<file path="src/design/orol_pkg.sv">
// Package for the overwriting ring offset lookup: widths, opcodes, step codes
// and the microcode ROM that drives the sequencer.
// No dependencies; the interfaces and the lookup module import it.
package orol_pkg;

    // Ring geometry
    localparam int RING_DEPTH = 16;
    localparam int SLOT_W     = (RING_DEPTH > 1) ? $clog2(RING_DEPTH) : 1;

    // Field widths
    localparam int HANDLE_W   = 32;
    localparam int LEN_W      = 16;
    localparam int POS_W      = 20;
    localparam int SLOTF_W    = 4;
    localparam int REC_W      = HANDLE_W + LEN_W;

    // Opcodes
    localparam logic OP_ADD  = 1'b0;
    localparam logic OP_FIND = 1'b1;

    // Sequencer step addresses
    typedef logic [2:0] t_step;
    localparam t_step ST_IDLE = 3'd0;
    localparam t_step ST_ADD  = 3'd1;
    localparam t_step ST_RD   = 3'd2;
    localparam t_step ST_CMP  = 3'd3;
    localparam t_step ST_MISS = 3'd4;
    localparam t_step ST_EMIT = 3'd5;

    // Branch conditions of a control word
    typedef enum logic [1:0] {
        COND_JUMP,      // always go to target
        COND_DISPATCH,  // wait for a request, branch on opcode and ring state
        COND_SCAN,      // hit -> target, last record -> miss, else stay
        COND_EMIT       // output free -> target, else stay
    } t_cond;

    // One control word
    typedef struct packed {
        t_cond cond;
        t_step target;
        logic  take_req;  // request port ready
        logic  add_op;    // write record, move slots, build add result
        logic  rd_op;     // issue record read
        logic  scan_op;   // compare offset against record length
        logic  miss_op;   // build not-found result
        logic  emit_op;   // move result into the output register
    } t_ctl;

    // Microcode ROM
    function automatic t_ctl ucode(t_step pc);
        t_ctl ctl;
        ctl        = '0;
        ctl.cond   = COND_JUMP;
        ctl.target = ST_IDLE;
        case (pc)
            ST_IDLE: begin
                ctl.cond     = COND_DISPATCH;
                ctl.target   = ST_ADD;
                ctl.take_req = 1'b1;
            end
            ST_ADD: begin
                ctl.target = ST_EMIT;
                ctl.add_op = 1'b1;
            end
            ST_RD: begin
                ctl.target = ST_CMP;
                ctl.rd_op  = 1'b1;
            end
            ST_CMP: begin
                ctl.cond    = COND_SCAN;
                ctl.target  = ST_EMIT;
                ctl.rd_op   = 1'b1;
                ctl.scan_op = 1'b1;
            end
            ST_MISS: begin
                ctl.target  = ST_EMIT;
                ctl.miss_op = 1'b1;
            end
            ST_EMIT: begin
                ctl.cond    = COND_EMIT;
                ctl.target  = ST_IDLE;
                ctl.emit_op = 1'b1;
            end
            default: begin
                ctl.target = ST_IDLE;
            end
        endcase
        return ctl;
    endfunction

    // Ring slot increment with wrap
    function automatic logic [SLOT_W-1:0] next_slot(logic [SLOT_W-1:0] s);
        return (s == SLOT_W'(RING_DEPTH - 1)) ? '0 : s + 1'b1;
    endfunction

    // Slot number reported in the 4-bit slot field
    function automatic logic [SLOTF_W-1:0] slot_field(logic [SLOT_W-1:0] s);
        return SLOTF_W'(32'(s));
    endfunction

endpackage

</file>
<file path="src/design/orol_in_if.sv">
// Request channel of the ring lookup: valid/ready plus the request fields.
// Depends on orol_pkg for the field widths.
interface orol_in_if import orol_pkg::*; ();
    logic                valid;
    logic                ready;
    logic                opcode;
    logic [HANDLE_W-1:0] record_handle;
    logic [LEN_W-1:0]    record_length;
    logic [POS_W-1:0]    byte_position;

    modport source (output valid, opcode, record_handle, record_length, byte_position,
                    input ready);
    modport sink   (input valid, opcode, record_handle, record_length, byte_position,
                    output ready);
endinterface

</file>
<file path="src/design/orol_out_if.sv">
// Result channel of the ring lookup: valid/ready plus the result fields.
// Depends on orol_pkg for the field widths.
interface orol_out_if import orol_pkg::*; ();
    logic                valid;
    logic                ready;
    logic                hit;
    logic [SLOTF_W-1:0]  slot;
    logic [HANDLE_W-1:0] found_handle;
    logic [LEN_W-1:0]    found_length;
    logic [LEN_W-1:0]    offset_in_record;
    logic                overwrote_oldest;

    modport source (output valid, hit, slot, found_handle, found_length,
                    offset_in_record, overwrote_oldest,
                    input ready);
    modport sink   (input valid, hit, slot, found_handle, found_length,
                    offset_in_record, overwrote_oldest,
                    output ready);
endinterface

</file>
<file path="src/design/orol_ram.sv">
// Generic single-write, single-read RAM with registered read data.
// No dependencies.
module orol_ram #(
    parameter int WIDTH = 8,
    parameter int DEPTH = 16
) (
    input  logic                     i_clk,
    input  logic                     i_wr_en,
    input  logic [$clog2(DEPTH)-1:0] i_wr_addr,
    input  logic [WIDTH-1:0]         i_wr_data,
    input  logic                     i_rd_en,
    input  logic [$clog2(DEPTH)-1:0] i_rd_addr,
    output logic [WIDTH-1:0]         o_rd_data
);

    logic [WIDTH-1:0] r_mem [DEPTH];
    logic [WIDTH-1:0] r_rd_data;

    // Write port
    always_ff @(posedge i_clk) begin
        if (i_wr_en) begin
            r_mem[i_wr_addr] <= i_wr_data;
        end
    end

    // Registered read port
    always_ff @(posedge i_clk) begin
        if (i_rd_en) begin
            r_rd_data <= r_mem[i_rd_addr];
        end
    end

    assign o_rd_data = r_rd_data;

endmodule

</file>
<file path="src/design/overwriting_ring_offset_lookup.sv">
// Overwriting ring of write records with byte-offset lookup, microcoded.
// Add: an accepted request goes through the add step, then the emit step. Find: one stored
// record per cycle through the record RAM read port after a read step; a hit goes to emit,
// a miss after the last record or an empty ring goes through the miss step to emit.
// A new request is taken the cycle after the result enters the output register.
// Reset (synchronous, active low) empties the ring; record RAM is not cleared.
module overwriting_ring_offset_lookup import orol_pkg::*; (
    input  logic      i_clk,
    input  logic      i_rst_n,
    orol_in_if.sink   i_req,
    orol_out_if.source o_rsp
);

    // Sequencer
    t_step r_pc, n_pc;
    t_ctl  ctl;

    // Ring pointers
    logic [SLOT_W-1:0] r_wr_slot;
    logic [SLOT_W-1:0] r_rd_slot;
    logic              r_full;

    // Latched request and scan state
    logic [HANDLE_W-1:0] r_req_handle;
    logic [LEN_W-1:0]    r_req_len;
    logic [POS_W-1:0]    r_pos;
    logic [SLOT_W-1:0]   r_ptr;

    // Pending result
    logic                r_res_hit;
    logic [SLOTF_W-1:0]  r_res_slot;
    logic [HANDLE_W-1:0] r_res_handle;
    logic [LEN_W-1:0]    r_res_len;
    logic [LEN_W-1:0]    r_res_off;
    logic                r_res_ovw;

    // Output register
    logic                r_out_valid;
    logic                r_out_hit;
    logic [SLOTF_W-1:0]  r_out_slot;
    logic [HANDLE_W-1:0] r_out_handle;
    logic [LEN_W-1:0]    r_out_len;
    logic [LEN_W-1:0]    r_out_off;
    logic                r_out_ovw;

    logic              req_acc;
    logic              out_free;
    logic              ring_empty;
    logic              rec_hit;
    logic              rec_last;
    logic [SLOT_W-1:0] ptr_next;
    logic [SLOT_W-1:0] wr_next;
    logic [SLOT_W-1:0] rd_next;
    logic [SLOT_W-1:0] rd_addr;
    logic [REC_W-1:0]  rd_data;
    logic [HANDLE_W-1:0] rd_handle;
    logic [LEN_W-1:0]  rd_len;

    // Control word fetch and handshake terms
    assign ctl        = ucode(r_pc);
    assign req_acc    = i_req.valid && ctl.take_req;
    assign out_free   = !r_out_valid || o_rsp.ready;
    assign ring_empty = !r_full && (r_rd_slot == r_wr_slot);

    // Record RAM
    assign ptr_next  = next_slot(r_ptr);
    assign rd_addr   = ctl.scan_op ? ptr_next : r_ptr;
    assign rd_handle = rd_data[REC_W-1 -: HANDLE_W];
    assign rd_len    = rd_data[LEN_W-1:0];

    orol_ram #(
        .WIDTH (REC_W),
        .DEPTH (RING_DEPTH)
    ) u_rec_ram (
        .i_clk     (i_clk),
        .i_wr_en   (ctl.add_op),
        .i_wr_addr (r_wr_slot),
        .i_wr_data ({r_req_handle, r_req_len}),
        .i_rd_en   (ctl.rd_op),
        .i_rd_addr (rd_addr),
        .o_rd_data (rd_data)
    );

    // Scan compare
    assign rec_hit  = POS_W'(rd_len) > r_pos;
    assign rec_last = (ptr_next == r_wr_slot);

    // Add pointer moves
    assign wr_next = next_slot(r_wr_slot);
    assign rd_next = r_full ? next_slot(r_rd_slot) : r_rd_slot;

    // Next step
    always_comb begin
        n_pc = r_pc;
        case (ctl.cond)
            COND_JUMP: begin
                n_pc = ctl.target;
            end
            COND_DISPATCH: begin
                if (req_acc) begin
                    if (i_req.opcode == OP_ADD) begin
                        n_pc = ctl.target;
                    end else if (ring_empty) begin
                        n_pc = ST_MISS;
                    end else begin
                        n_pc = ST_RD;
                    end
                end
            end
            COND_SCAN: begin
                if (rec_hit) begin
                    n_pc = ctl.target;
                end else if (rec_last) begin
                    n_pc = ST_MISS;
                end
            end
            COND_EMIT: begin
                if (out_free) begin
                    n_pc = ctl.target;
                end
            end
            default: begin
                n_pc = ST_IDLE;
            end
        endcase
    end

    // Step counter and ring control
    always_ff @(posedge i_clk) begin
        if (!i_rst_n) begin
            r_pc      <= ST_IDLE;
            r_wr_slot <= '0;
            r_rd_slot <= '0;
            r_full    <= 1'b0;
        end else begin
            r_pc <= n_pc;
            if (ctl.add_op) begin
                r_wr_slot <= wr_next;
                r_rd_slot <= rd_next;
                r_full    <= (wr_next == rd_next);
            end
        end
    end

    // Request latch, scan state and pending result
    always_ff @(posedge i_clk) begin
        if (req_acc) begin
            r_req_handle <= i_req.record_handle;
            r_req_len    <= i_req.record_length;
            r_pos        <= i_req.byte_position;
            r_ptr        <= r_rd_slot;
        end
        if (ctl.add_op) begin
            r_res_hit    <= 1'b0;
            r_res_slot   <= slot_field(r_wr_slot);
            r_res_handle <= '0;
            r_res_len    <= '0;
            r_res_off    <= '0;
            r_res_ovw    <= r_full;
        end
        if (ctl.scan_op) begin
            if (rec_hit) begin
                r_res_hit    <= 1'b1;
                r_res_slot   <= slot_field(r_ptr);
                r_res_handle <= rd_handle;
                r_res_len    <= rd_len;
                r_res_off    <= r_pos[LEN_W-1:0];
                r_res_ovw    <= 1'b0;
            end else begin
                r_pos <= r_pos - POS_W'(rd_len);
                r_ptr <= ptr_next;
            end
        end
        if (ctl.miss_op) begin
            r_res_hit    <= 1'b0;
            r_res_slot   <= '0;
            r_res_handle <= '0;
            r_res_len    <= '0;
            r_res_off    <= '0;
            r_res_ovw    <= 1'b0;
        end
    end

    // Output register
    always_ff @(posedge i_clk) begin
        if (!i_rst_n) begin
            r_out_valid <= 1'b0;
        end else if (ctl.emit_op && out_free) begin
            r_out_valid <= 1'b1;
        end else if (o_rsp.ready) begin
            r_out_valid <= 1'b0;
        end
    end

    always_ff @(posedge i_clk) begin
        if (ctl.emit_op && out_free) begin
            r_out_hit    <= r_res_hit;
            r_out_slot   <= r_res_slot;
            r_out_handle <= r_res_handle;
            r_out_len    <= r_res_len;
            r_out_off    <= r_res_off;
            r_out_ovw    <= r_res_ovw;
        end
    end

    // Port drive
    assign i_req.ready            = ctl.take_req;
    assign o_rsp.valid            = r_out_valid;
    assign o_rsp.hit              = r_out_hit;
    assign o_rsp.slot             = r_out_slot;
    assign o_rsp.found_handle     = r_out_handle;
    assign o_rsp.found_length     = r_out_len;
    assign o_rsp.offset_in_record = r_out_off;
    assign o_rsp.overwrote_oldest = r_out_ovw;

    // Checks
    a_full_slots_meet: assert property (@(posedge i_clk) disable iff (!i_rst_n)
        r_full |-> (r_wr_slot == r_rd_slot))
        else $error("ring full but write and read slots differ");

    a_add_dispatch: assert property (@(posedge i_clk) disable iff (!i_rst_n)
        (req_acc && i_req.opcode == OP_ADD) |=> (r_pc == ST_ADD))
        else $error("accepted add did not reach the add step");

    a_emit_loads: assert property (@(posedge i_clk) disable iff (!i_rst_n)
        (ctl.emit_op && out_free) |=> (r_out_valid && r_pc == ST_IDLE))
        else $error("result not presented after emit");

    a_pc_range: assert property (@(posedge i_clk) disable iff (!i_rst_n)
        r_pc <= ST_EMIT)
        else $error("step counter outside the microprogram");

endmodule
</file>
<file path="src/flat_wrapper.sv">
// flat-port wrapper written by rule: the top's interface ports become plain ports
module overwriting_ring_offset_lookup_flat import orol_pkg::*;
  (i_clk, i_rst_n, i_req_valid, i_req_opcode, i_req_record_handle, i_req_record_length, i_req_byte_position, i_req_ready, o_rsp_valid, o_rsp_hit, o_rsp_slot, o_rsp_found_handle, o_rsp_found_length, o_rsp_offset_in_record, o_rsp_overwrote_oldest, o_rsp_ready);
  orol_in_if i_req_i ();
  orol_out_if o_rsp_i ();
  input  logic i_clk;
  input  logic i_rst_n;
  input wire logic [$bits(i_req_i.valid)-1:0] i_req_valid;
  input wire logic [$bits(i_req_i.opcode)-1:0] i_req_opcode;
  input wire logic [$bits(i_req_i.record_handle)-1:0] i_req_record_handle;
  input wire logic [$bits(i_req_i.record_length)-1:0] i_req_record_length;
  input wire logic [$bits(i_req_i.byte_position)-1:0] i_req_byte_position;
  output wire logic [$bits(i_req_i.ready)-1:0] i_req_ready;
  output wire logic [$bits(o_rsp_i.valid)-1:0] o_rsp_valid;
  output wire logic [$bits(o_rsp_i.hit)-1:0] o_rsp_hit;
  output wire logic [$bits(o_rsp_i.slot)-1:0] o_rsp_slot;
  output wire logic [$bits(o_rsp_i.found_handle)-1:0] o_rsp_found_handle;
  output wire logic [$bits(o_rsp_i.found_length)-1:0] o_rsp_found_length;
  output wire logic [$bits(o_rsp_i.offset_in_record)-1:0] o_rsp_offset_in_record;
  output wire logic [$bits(o_rsp_i.overwrote_oldest)-1:0] o_rsp_overwrote_oldest;
  input wire logic [$bits(o_rsp_i.ready)-1:0] o_rsp_ready;
  assign i_req_i.valid = i_req_valid;
  assign i_req_i.opcode = i_req_opcode;
  assign i_req_i.record_handle = i_req_record_handle;
  assign i_req_i.record_length = i_req_record_length;
  assign i_req_i.byte_position = i_req_byte_position;
  assign i_req_ready = i_req_i.ready;
  assign o_rsp_valid = o_rsp_i.valid;
  assign o_rsp_hit = o_rsp_i.hit;
  assign o_rsp_slot = o_rsp_i.slot;
  assign o_rsp_found_handle = o_rsp_i.found_handle;
  assign o_rsp_found_length = o_rsp_i.found_length;
  assign o_rsp_offset_in_record = o_rsp_i.offset_in_record;
  assign o_rsp_overwrote_oldest = o_rsp_i.overwrote_oldest;
  assign o_rsp_i.ready = o_rsp_ready;
  overwriting_ring_offset_lookup u_core (.i_clk(i_clk), .i_rst_n(i_rst_n), .i_req(i_req_i), .o_rsp(o_rsp_i));
endmodule
</file>
<file path="config.mk">
export PLATFORM = sky130hd
export DESIGN_NAME = overwriting_ring_offset_lookup_flat
export DESIGN_NICKNAME = d
export VERILOG_FILES = /design/src/design/orol_pkg.sv /design/src/design/orol_in_if.sv /design/src/design/orol_out_if.sv /design/src/design/orol_ram.sv /design/src/design/overwriting_ring_offset_lookup.sv /design/src/flat_wrapper.sv
export SDC_FILE = /design/constraint.sdc
export NUM_CORES = 1
export LEC_CHECK = 0
export BUFFER_PORTS_ARGS = -buffer_cell sky130_fd_sc_hd__buf_2
export CORE_ASPECT_RATIO = 0.8
export CORE_UTILIZATION = 32
export CTS_BUF_LIST = sky130_fd_sc_hd__clkbuf_2
export DETAILED_ROUTE_END_ITERATION = 10
export GPL_ROUTABILITY_DRIVEN = 0
export GPL_TIMING_DRIVEN = 0
export PLACE_DENSITY = 0.47
export SYNTH_ARGS = -nofsm -noshare
export SYNTH_HDL_FRONTEND = slang
export SYNTH_HIERARCHICAL = 1
export SYNTH_SLANG_ARGS = --single-unit
</file>
<file path="constraint.sdc">
create_clock -name i_clk -period 5.7 [get_ports i_clk]
set_input_delay 0 -clock i_clk [delete_from_list [all_inputs] [get_ports i_clk]]
set_output_delay 0 -clock i_clk [all_outputs]
set_load 0.01 [all_outputs]
</file>
==> reports/qor.csv <==
stage,metric,value,unit
run_status,status,finished clean,
finish,area_delta_synth_final,21.8,%
cts,insertion_delay,1.58,ns
routing,first_pass_iters,5,
sta,worstMarginPinSlew,1.21,ns
cts,cts_tree,done,
sta,fin_skew,0.131,ns
sta,holdWs,0.243,ns
sta,period_share,84.8,%
synthesis,synth.top_cell.area_share,71.5,%
global_routing,grtUsageTotal,16.8,%
setup_path,critical_path_required,6.98,ns
cts,clk_pin_slew,0.11,ns
routing,antenna_left,0,
finish,final-seq-area,0.0302,mm^2
synthesis,synth_edf_count,934,
global_routing,grt_overflow_total,0,
floorplanning,die_h,315,um
finish,fillers,11272,
synthesis,yosysSeqAreaShare,76.9,%
floorplanning,die_area,0.124,mm^2
global_routing,antenna_found_initial,6,
synthesis,synthTopCellsByArea,"edfxtp_1 (71%), mux4_2 (11%), dfxtp_1 (5.5%)",
power_and_ir_drop,p_leak,15.9,nW
global_routing,grt_pass1_vias,23326,
cts,ctsLongestPathBuffers,4,
sta,max_freq,0.207,GHz
sta,hold_viol,0,
finish,nNetsFinal,2884,
flow_run,cap_violations,0,
floorplanning,coreArea,0.121,mm^2
sta,timing.final.ws_setup,0.867,ns
synthesis,syn_nets,2166,
setup_path,crit_type,flip-flop to flip-flop,
sta,period_needed,4.83,ns
sta,drv_slew,0,
placement,port_buffers,144,
synthesis,yosysWarnings,6,
setup_path,arrival,6.11,ns
synthesis,avgSynthCellArea,19.0,um^2
floorplanning,ios,145,
power_and_ir_drop,power_density,414,mW/mm^2
setup_path,start_kind,flip-flop,
synthesis,ys_seq_elements,1041,
cts,cts_made_buffers,277,
cts,cts_htree_levels,5,
sta,relSlewSlack,18.6,%
floorplanning,rows,114,
setup_path,end_kind,flip-flop,
power_and_ir_drop,vdd_drop_max,0.000169,V
floorplanning,initial_utilization,32.4,%
floorplanning,die_w,394,um
setup_path,path_max_fanout,25,
routing,wl_per_cell,22.5,um
routing,first_iter_violations,1765,
finish,layout-drive-gt1-share,29.6,%
synthesis,ys_types,57,
cts,cts-root-buf,clkbuf_2,
routing,drc,0,
synthesis,async_flop_share,0,%
global_routing,grt_max_degree,37,
cts,postCtsSetupRepairBufs,0,
cts,post_cts_resized,0,
sta,finalSetupTns,0,ns
sta,rsz0062_at_grt,false,
sta,finalSetupViolCount,0,
routing,num_vias,22297,
cts,clkSinkCount,1041,
synthesis,syn-cell-area,0.0392,mm^2
synthesis,synth_top_flop_cell,edfxtp_1,
routing,routed_wl,103,mm
placement,dpl.hpwl,68.6,mm
min_path,hold_path_class,input pin to flip-flop,
placement,dp_slack,0.916,ns
routing,drt-vias-per-instance,4.86,
synthesis,synth_top_area_cell,edfxtp_1,
global_routing,grt_pass1_wl,151,mm
finish,multiInputGateArea,0.00853,mm^2
synthesis,synthCells,2070,
[worst max-delay path: stages (launching register included)]
cell      delay (ns)
dfxtp_1         0.31
clkbuf_1        0.24
nor2b_4         0.33
buf_12          0.24
and2_1          0.16
clkbuf_1        0.29
nand2_1         0.12
xnor2_1         0.69
nor2b_1         0.36
clkbuf_1        0.71
clkbuf_1        0.73
a22oi_1         0.19
nand2_1         0.25
[what timing repair did]
item,CTS,global route
hold buffers,233,0
hold endpoints to repair,203,0
setup endpoints to repair,0,0
[per-stage QoR]
step / util [%] / cell area, um^2 / total power [mW] / std cells
6_report: 39.4 / 47800 / 19.8 / 4584
5_1_grt: 39.4 / 47800 / 20.9 / 4580
4_1_cts: 39.4 / 47800 / 20.1 / 4578
3_5_place_dp: 35.7 / 43200 / 14.9 / 3900
3_3_place_gp: 34.6 / 42000 / 14.8 / 3838
2_1_floorplan: - / 39200 / 13.1 / 2070
[sequential cells by signal, indices dropped and copies added (netlist names), 3 cells and up]
register and count:
u_core/r_pc 3, u_core/u_rec_ram/o_rd_data 48, u_core/r_rd_slot 4, u_core/o_rsp.found_length 16, u_core/o_rsp.slot 4, u_core/r_req_handle 32, u_core/u_rec_ram/r_mem 768, u_core/o_rsp.offset_in_record 16
u_core/r_res_handle 32, u_core/r_res_len 16, u_core/o_rsp.found_handle 32, u_core/r_req_len 16, u_core/r_pos 20, u_core/r_ptr 4, u_core/r_res_slot 4, u_core/r_res_off 16
u_core/r_wr_slot 4
[cell type report]
cell class | count | area share [%]
diodes | 6 | 0.0314
plain buffers | 113 | 1.15
clock buffers | 406 | 4.25
clock inverters | 39 | 0.374
inverters | 27 | 0.212
multi-input cells | 889 | 17.9
flip-flops and latches | 1041 | 63.2
well taps | 1624 | 4.25
repair buffers | 439 | 8.69
[layer usage]
| layer | track usage [%] | up-vias | routed length, um |
|---|---|---|---|
| met5 | 0 | - | 0 |
| met2 | 25.6 | 711 | 46800 |
| met4 | 6.44 | 0 | 2060 |
| li1 | - | 9903 | - |
| met3 | 3.51 | 148 | 6180 |
| met1 | 23.5 | 11535 | 48300 |
[cells by family (layout without fill, tap and decap cells)]
| family | after synthesis | after routing | synth area share, % |
|---|---|---|---|
| buffers and inverters | 140 | 1024 | 1.65 |
| muxes | 209 | 209 | 11.5 |
| xor gates and xnor gates | 23 | 23 | 0.513 |
| other | 0 | 6 | 0 |
| DFF | 1041 | 1041 | 76.9 |
| and+or+nand+nor | 350 | 350 | 3.97 |
| adders and majority gates | 23 | 23 | 0.752 |
| AOI/OAI and AO/OA | 284 | 284 | 4.71 |
[cell usage after synthesis, drive strengths merged, types with 2 or more instances]
library cell / count
nor2b: 9
a31oi: 3
xnor2: 10
a21boi: 5
xor2: 13
o21a: 7
and2: 12
inv: 27
mux2i: 16
nor3: 11
a21o: 6
edfxtp: 934
nor4: 2
nor2: 43
buf: 58
a21oi: 93
mux4: 192
o21ai: 43
a31o: 2
ha: 22
and4: 2
or3: 2
a211oi: 10
dfxtp: 107
nand3: 80
o311ai: 2
a311oi: 6
nand2: 171
nand3b: 3
nor3b: 2
o41ai: 2
nand2b: 8
and3: 2
nand4: 2
a22oi: 96
a32oi: 2
clkbuf: 55
[power by group]
part	internal, mW	total, mW	switching [mW]	leakage, nW
Combinational	2.21	5.03	2.82	4.84
Clock	1.91	4.84	2.93	1.77
Sequential	9.34	9.92	0.573	9.25
[path summary, 6_finish.rpt]
path                                                         start                                        to  slack [ns]  cells past startpoint
worst max-delay path                   u_core/r_pc[2]$_SDFFE_PN0P_  u_core/u_rec_ram/o_rd_data[44]$_DFFE_PP_        0.87                     12
worst min-delay path                       i_req_record_handle[30]         u_core/r_req_handle[30]$_DFFE_PP_        0.24                      4
worst max register to register         u_core/r_pc[2]$_SDFFE_PN0P_  u_core/u_rec_ram/o_rd_data[44]$_DFFE_PP_        0.87                     12
worst min register to register  u_core/r_res_handle[26]$_SDFF_PN0_   u_core/o_rsp.found_handle[26]$_DFFE_PP_        0.41                      0
[layout by cell type, fill, tap and decap left out, types with 10 or more instances in the layout]
master,count
buf_6,30
nor2_1,29
xor2_1,13
o21ai_0,42
a22oi_1,96
edfxtp_1,934
ha_1,22
and2_1,12
clkbuf_1,54
buf_16,12
mux2i_1,16
nor2_4,13
xnor2_1,10
nand2_1,170
a21oi_1,93
inv_1,26
nand3_1,80
buf_12,23
clkinv_1,32
dlygate4sd3_1,233
buf_1,25
mux4_2,192
buf_2,153
dfxtp_1,107
buf_4,19
clkbuf_2,406
(Power assumes the default switching activity.)
